--- src/rtl/hbs_pkg.sv ---
// hbs_pkg: shared types and constants for the hdlc bit stuffer
// used by hbs_front, hbs_fifo, hbs_back and hdlc_bit_stuffer_top
package hbs_pkg;

    localparam int unsigned ByteW     = 8;
    localparam int unsigned RunLimit  = 5;
    localparam int unsigned RunW      = 3;
    // one byte grows to at most ten bits: two stuffed zeros
    localparam int unsigned SegW      = 10;
    localparam int unsigned SegCntW   = $clog2(SegW + 1);
    // up to seven pending bits plus one stuffed segment
    localparam int unsigned PendMax   = 7;
    localparam int unsigned AccW      = PendMax + SegW;
    localparam int unsigned AccCntW   = $clog2(AccW + 1);
    localparam int unsigned QueueDepth = 4;
    localparam int unsigned QueuePtrW  = $clog2(QueueDepth);
    localparam int unsigned QueueCntW  = $clog2(QueueDepth + 1);

    // one stuffed byte, bits left aligned, first bit in the msb
    typedef struct packed {
        logic [SegW-1:0]    bits;
        logic [SegCntW-1:0] nbits;
        logic               last;
    } t_hbs_seg;

endpackage

--- src/rtl/hdlc_bit_stuffer_top.sv ---
// HDLC zero-bit insertion. Frame bytes enter msb first; after every five
// consecutive ones a zero is inserted and the stream is repacked msb first
// into output bytes, the last one of a frame zero padded and flagged with
// o_frame_done. The front stuffs a whole byte combinationally and takes a
// new byte every cycle while its four-entry queue has room. The back packer
// sends one output byte per cycle unless the output stalls, refilling from
// the queue in the same cycle, so an input byte yields one or two output bytes
// (two or three for an end byte with a partial flush); the output port sets
// the sustained rate. Any output stall backs up through the queue to o_ready.
// depends on hbs_pkg, hbs_front, hbs_fifo, hbs_back
module hdlc_bit_stuffer_top
    import hbs_pkg::*;
(
    input  logic             i_clk,
    input  logic             i_rst_n,
    input  logic             i_valid,
    output logic             o_ready,
    input  logic [ByteW-1:0] i_data_byte,
    input  logic             i_end_of_frame,
    output logic             o_valid,
    input  logic             i_ready,
    output logic [ByteW-1:0] o_stuffed_byte,
    output logic             o_frame_done
);

    logic     push;
    t_hbs_seg push_seg;
    logic     queue_ready;
    logic     seg_valid;
    t_hbs_seg seg;
    logic     pop;

    hbs_front u_front (
        .i_clk          (i_clk),
        .i_rst_n        (i_rst_n),
        .i_valid        (i_valid),
        .o_ready        (o_ready),
        .i_data_byte    (i_data_byte),
        .i_end_of_frame (i_end_of_frame),
        .o_push         (push),
        .o_seg          (push_seg),
        .i_queue_ready  (queue_ready)
    );

    hbs_fifo u_fifo (
        .i_clk   (i_clk),
        .i_rst_n (i_rst_n),
        .i_push  (push),
        .i_seg   (push_seg),
        .o_ready (queue_ready),
        .o_valid (seg_valid),
        .o_seg   (seg),
        .i_pop   (pop)
    );

    hbs_back u_back (
        .i_clk          (i_clk),
        .i_rst_n        (i_rst_n),
        .i_seg_valid    (seg_valid),
        .i_seg          (seg),
        .o_pop          (pop),
        .o_valid        (o_valid),
        .i_ready        (i_ready),
        .o_stuffed_byte (o_stuffed_byte),
        .o_frame_done   (o_frame_done)
    );

endmodule

--- src/rtl/hbs_front.sv ---
// hbs_front: takes frame bytes and inserts a zero after every five ones
// depends on hbs_pkg; feeds stuffed segments into hbs_fifo
module hbs_front
    import hbs_pkg::*;
(
    input  logic             i_clk,
    input  logic             i_rst_n,
    input  logic             i_valid,
    output logic             o_ready,
    input  logic [ByteW-1:0] i_data_byte,
    input  logic             i_end_of_frame,
    output logic             o_push,
    output t_hbs_seg         o_seg,
    input  logic             i_queue_ready
);

    logic [RunW-1:0] r_run;
    logic [RunW-1:0] n_run;
    logic [SegW-1:0]    v_bits;
    logic [SegCntW-1:0] v_cnt;

    assign o_ready = i_queue_ready;
    assign o_push  = i_valid && i_queue_ready;

    // walk the eight data bits msb first, the run carries across bytes
    always_comb begin
        logic [RunW-1:0] run;
        logic            bit_v;
        run    = r_run;
        v_bits = '0;
        v_cnt  = '0;
        for (int b = ByteW - 1; b >= 0; b--) begin
            bit_v  = i_data_byte[b];
            v_bits = {v_bits[SegW-2:0], bit_v};
            v_cnt  = v_cnt + SegCntW'(1);
            if (bit_v) begin
                if (run == RunW'(RunLimit - 1)) begin
                    v_bits = {v_bits[SegW-2:0], 1'b0};
                    v_cnt  = v_cnt + SegCntW'(1);
                    run    = '0;
                end else begin
                    run = run + RunW'(1);
                end
            end else begin
                run = '0;
            end
        end
        n_run = run;
    end

    always_comb begin
        o_seg.bits  = v_bits << (SegCntW'(SegW) - v_cnt);
        o_seg.nbits = v_cnt;
        o_seg.last  = i_end_of_frame;
    end

    always_ff @(posedge i_clk) begin
        if (!i_rst_n) begin
            r_run <= '0;
        end else if (o_push) begin
            r_run <= i_end_of_frame ? '0 : n_run;
        end
    end

endmodule

--- src/rtl/hbs_fifo.sv ---
// hbs_fifo: short queue of stuffed segments between front and back
// depends on hbs_pkg
module hbs_fifo
    import hbs_pkg::*;
(
    input  logic     i_clk,
    input  logic     i_rst_n,
    input  logic     i_push,
    input  t_hbs_seg i_seg,
    output logic     o_ready,
    output logic     o_valid,
    output t_hbs_seg o_seg,
    input  logic     i_pop
);

    t_hbs_seg               r_mem [QueueDepth];
    logic [QueuePtrW-1:0]   r_wr_ptr;
    logic [QueuePtrW-1:0]   r_rd_ptr;
    logic [QueueCntW-1:0]   r_count;
    logic                   do_push;
    logic                   do_pop;

    assign o_ready = (r_count != QueueCntW'(QueueDepth));
    assign o_valid = (r_count != '0);
    assign o_seg   = r_mem[r_rd_ptr];
    assign do_push = i_push && o_ready;
    assign do_pop  = i_pop && o_valid;

    always_ff @(posedge i_clk) begin
        if (do_push) begin
            r_mem[r_wr_ptr] <= i_seg;
        end
    end

    always_ff @(posedge i_clk) begin
        if (!i_rst_n) begin
            r_wr_ptr <= '0;
            r_rd_ptr <= '0;
            r_count  <= '0;
        end else begin
            if (do_push) begin
                r_wr_ptr <= r_wr_ptr + QueuePtrW'(1);
            end
            if (do_pop) begin
                r_rd_ptr <= r_rd_ptr + QueuePtrW'(1);
            end
            if (do_push && !do_pop) begin
                r_count <= r_count + QueueCntW'(1);
            end else if (do_pop && !do_push) begin
                r_count <= r_count - QueueCntW'(1);
            end
        end
    end

endmodule

--- src/rtl/hbs_back.sv ---
// hbs_back: packs stuffed segments into output bytes and flushes at frame end
// depends on hbs_pkg; drains hbs_fifo
module hbs_back
    import hbs_pkg::*;
(
    input  logic             i_clk,
    input  logic             i_rst_n,
    input  logic             i_seg_valid,
    input  t_hbs_seg         i_seg,
    output logic             o_pop,
    output logic             o_valid,
    input  logic             i_ready,
    output logic [ByteW-1:0] o_stuffed_byte,
    output logic             o_frame_done
);

    // accumulator is left aligned, bits past the count are kept zero
    logic [AccW-1:0]    r_acc;
    logic [AccCntW-1:0] r_cnt;
    logic               r_last;
    logic               r_out_valid;
    logic [ByteW-1:0]   r_out_byte;
    logic               r_out_done;

    logic [AccW-1:0]    n_acc;
    logic [AccCntW-1:0] n_cnt;
    logic               n_last;

    logic               slot_free;
    logic               have_byte;
    logic               emit;
    logic               emit_done;
    logic [AccW-1:0]    acc_e;
    logic [AccCntW-1:0] cnt_e;
    logic               last_e;

    always_comb begin
        slot_free = !r_out_valid || i_ready;
        have_byte = (r_cnt >= AccCntW'(ByteW)) || (r_last && (r_cnt != '0));
        emit      = have_byte && slot_free;
        emit_done = r_last && (r_cnt <= AccCntW'(ByteW));

        acc_e  = r_acc;
        cnt_e  = r_cnt;
        last_e = r_last;
        if (emit) begin
            acc_e = r_acc << ByteW;
            if (emit_done) begin
                cnt_e  = '0;
                last_e = 1'b0;
            end else begin
                cnt_e = r_cnt - AccCntW'(ByteW);
            end
        end

        // refill behind the byte going out this cycle
        o_pop  = i_seg_valid && (cnt_e < AccCntW'(ByteW)) && !last_e;
        n_acc  = acc_e;
        n_cnt  = cnt_e;
        n_last = last_e;
        if (o_pop) begin
            n_acc  = acc_e | ({i_seg.bits, {PendMax{1'b0}}} >> cnt_e[2:0]);
            n_cnt  = cnt_e + AccCntW'(i_seg.nbits);
            n_last = i_seg.last;
        end
    end

    always_ff @(posedge i_clk) begin
        if (!i_rst_n) begin
            r_acc       <= '0;
            r_cnt       <= '0;
            r_last      <= 1'b0;
            r_out_valid <= 1'b0;
        end else begin
            r_acc  <= n_acc;
            r_cnt  <= n_cnt;
            r_last <= n_last;
            if (emit) begin
                r_out_valid <= 1'b1;
            end else if (i_ready) begin
                r_out_valid <= 1'b0;
            end
        end
    end

    always_ff @(posedge i_clk) begin
        if (emit) begin
            r_out_byte <= r_acc[AccW-1 -: ByteW];
            r_out_done <= emit_done;
        end
    end

    assign o_valid        = r_out_valid;
    assign o_stuffed_byte = r_out_byte;
    assign o_frame_done   = r_out_done;

endmodule

--- config.mk ---
export PLATFORM = sky130hd
export DESIGN_NAME = hdlc_bit_stuffer_top
export DESIGN_NICKNAME = d
export VERILOG_FILES = /design/src/rtl/hbs_pkg.sv /design/src/rtl/hdlc_bit_stuffer_top.sv /design/src/rtl/hbs_front.sv /design/src/rtl/hbs_fifo.sv /design/src/rtl/hbs_back.sv
export SDC_FILE = /design/constraint.sdc
export NUM_CORES = 1
export LEC_CHECK = 0
export ABC_AREA = 1
export BUFFER_PORTS_ARGS = -buffer_cell sky130_fd_sc_hd__buf_4
export CAP_MARGIN = 5
export CELL_PAD_IN_SITES_DETAIL_PLACEMENT = 2
export CELL_PAD_IN_SITES_GLOBAL_PLACEMENT = 2
export CORE_MARGIN = 1.5
export CORE_UTILIZATION = 37
export CTS_CLUSTER_DIAMETER = 120
export DETAILED_ROUTE_END_ITERATION = 8
export PLACE_DENSITY = 0.85
export SLEW_MARGIN = 20
export SYNTH_ARGS = -nofsm -noshare
export SYNTH_HDL_FRONTEND = slang
export SYNTH_SLANG_ARGS = --single-unit
--- constraint.sdc ---
create_clock -name i_clk -period 7.59 [get_ports i_clk]
set_input_delay 0.3795 -clock i_clk [delete_from_list [all_inputs] [get_ports i_clk]]
set_output_delay 0.3795 -clock i_clk [all_outputs]
set_load 0.05 [all_outputs]
==> impl_results.md <==
* Outcome: finished clean
* Die Ht at 140 µm
* Worst-path clk slew at 80 ps
* Chip width at 140 µm
* Initial antenna violation count at 0
* Synth area leaders: edfxtp_1, nand2_1, dfxtp_1, inv_1, ha_1
* Global-route wire length before repair at 35.2 mm
* Top cell type by total area after synthesis: edfxtp_1
* Via count of the first global-routing pass at 6815
* Antenna-violating nets left at 0
* Setup Crit Path Kind: reg -> reg
* Drt wl/cell at 18.2 µm
* Distinct cells, synth at 48
* Cell mode on critical path: inv_1
* Commonest cells post-synth: nand2_1, inv_1, edfxtp_1
* Critical R2R Capture: u_fifo.r_mem[3][8]
* Worst R2R Setup Slack at 480 ps
* I/O pin cnt at 24
* Achievable Freq at 141 MHz
* Area of the die at 0.0197 mm²
* Slew Limit Headroom at 36.1%
* Syn_area_per_cell at 7.48 µm²
* ANT cells at 0
* Worst min-delay path startpoint: i_end_of_frame
* Setup violations, final at 0
* # hold bufs at CTS at 0
* First DRT Iteration DRCs at 221
* Via Count at 6256
* CTS buffer count at 9
* Dpl hpwl at 15.7 mm
* Mapped cell area at 0.00699 mm²
* DRC at 0
* Fraction of layout cells with a size suffix above 1 at 14.4%
* Worst slew pin tran at 958 ps
* Worst flop-to-flop path startpoint: u_front.r_run[0]
* EDFF count, synth at 69
* Pleak at 3.63 nW
* Critical Path End Type: flop
* Yosys Warn Count at 0
* CTS tree: built
* Final #Nets at 1006
* Skew-Pair Late Insertion Delay at 370 ps
* Initial Utilization at 37.5%
* Grt ovf at 0
* Hold endpoint: u_fifo.r_mem[0][0]
* Fin crit period at 7110 ps
* Worst ir drop on vdd at 0.000153 V
* Fraction of registers with async set/reset at 0%
* IO buf count at 23
* Maximum clock path buffer count at 2
* Final Wtd Congestion at 0.776
* Worst path arrival time at 7310 ps
* Slew Limit Fails at 0
* Layout Utilization at 42.2%
* Clock tree root driver cell: clkbuf_16
* Routed vias/inst at 5.23
* Max-Cap Viols at 0
* DR pass1 iterations at 4
* Post-synth top area share at 29.6%
* P&R area growth vs syn at 12.4%
* Worst R2R Path Depth at 49
* H-tree Lvls at 3
* Final worst path period share at 93.7%
* Fin. Hold Viols at 0
* GRT Overall Usage at 22.6%
* Row cnt at 50
* Top_reg_cell synth: edfxtp_1
* Routed WL at 21.8 mm
* Largest net degree at the start of global routing at 32
* Register area share after synthesis at 39.9%
* Hold WC Path Type: in -> reg
* Synthesized net count at 983
* Count leader, synth: nand2_1
* Slowest CP cell: dfxtp_2
* Min Hold Slack at 237 ps
* Hold Crit Depth at 1
* Power Density at 341 mW/mm²
* Required time of the critical path at 7790 ps
* Core ar. at 0.0186 mm²
* Clock tree sinks at 105
* Yosys reg bits at 105
* Post-Synthesis Cells at 935
* Final Skew at 13.7 ps
* Critical Path Source Type: flop
* Worst Path Max Fanout at 12
* Largest stage delay on the critical path at 380 ps
==> routing by layer <==
metal  wire length, µm  up-vias  share of wire (%)  GRT usage, %
met5                 0        -                  0             0
met4               340        0                1.6          7.62
met3               402       20                1.8          2.22
met2             11400       68                 52          41.8
met1              9630     3087                 44          27.4
li1                  -     3081                  -             -
==> power breakdown <==
part	switching, W	total (W)	internal [W]	leakage [nW]
Combinational	0.000963	0.00133	0.000370	2.52
Sequential	0.0000567	0.000867	0.000811	0.952
Clock	0.000244	0.000481	0.000237	0.150
==> cell families after synthesis <==
kind of cell	Yosys count	synth area share, %
simple gates	488	32.3
buf+inv	162	8.97
compound gates	136	11.2
flops	105	39.9
fa+ha+maj	35	6.48
xor+xnor	7	0.877
other cells	1	0.0536
mux	1	0.143
==> critical path, delay by kind of cell (launching register included) <==
kind / cells / cell delay [ps]
adder cells (fa/ha/maj): 8 / 1850
buffers and inverters: 12 / 930
flip-flops: 1 / 380
AND/OR/NAND/NOR: 26 / 3300
AO/OA/AOI/OAI: 3 / 430
==> layout make-up <==
type                            instances  area (µm²)
Tap cell                              234         293
Clock buffer                            9         225
Inverter                              138         523
Sequential cell                       105        2790
Clock inverter                          7        81.3
Fill cell                            2170       10800
Timing Repair Buffer                   36         270
Multi-Input combinational cell        668        3670
==> worst max path at each step <==
| stage | cells past startpoint | startpoint | to | slack [ps] |
|---|---|---|---|---|
| global placement | 47 | u_front.r_run[0] | u_fifo.r_mem[2][8] | 400 |
| CTS | 49 | u_front.r_run[0] | u_fifo.r_mem[3][8] | 30 |
| global route | 49 | u_front.r_run[1] | u_fifo.r_mem[3][8] | -140 |
| detailed placement | 47 | u_front.r_run[0] | u_fifo.r_mem[3][8] | -260 |
| floorplan | 51 | u_front.r_run[0] | u_fifo.r_mem[0][14] | 1100 |
| finish | 49 | u_front.r_run[0] | u_fifo.r_mem[3][8] | 480 |
==> flip-flops by register name, summed over array words and instances, names as in the netlist, named ones only <==
signal	cells
u_back.o_frame_done	1
u_back.o_stuffed_byte	8
u_back.o_valid	1
u_back.r_acc	17
u_back.r_cnt	5
u_back.r_last	1
u_fifo.r_count	3
u_fifo.r_mem	60
u_fifo.r_rd_ptr	2
u_fifo.r_wr_ptr	2
u_front.r_run	3
==> repair_timing <==
action,in CTS,in global routing
pin swaps,0,7
gates resized for setup,9,20
gates cloned,0,0
buffers inserted,0,8
setup endpoints to repair,40,40
==> cells in the final DEF, fill, tap and decap left out, drive strengths merged, types with 33 or more instances in the layout <==
master / count
ha: 33
nor2: 74
nand3: 73
a21oi: 36
inv: 141
edfxtp: 69
dfxtp: 36
buf: 36
nand2: 325
o21ai: 73
==> metrics by stage <==
step                setup slack [ps]  std cells  TNS (ps)  area [µm²]  power, W
floorplan                       1100        935         0        6990   0.00179
global placement                 404       1173         0        7400   0.00206
detailed placement              -261       1173     -4300        7400   0.00215
CTS                             33.5       1189         0        7730   0.00268
global route                    -137       1197     -1560        7860   0.00287
finish                           481       1197         0        7860   0.00268
Note: power is estimated with default switching activity, not from simulation.
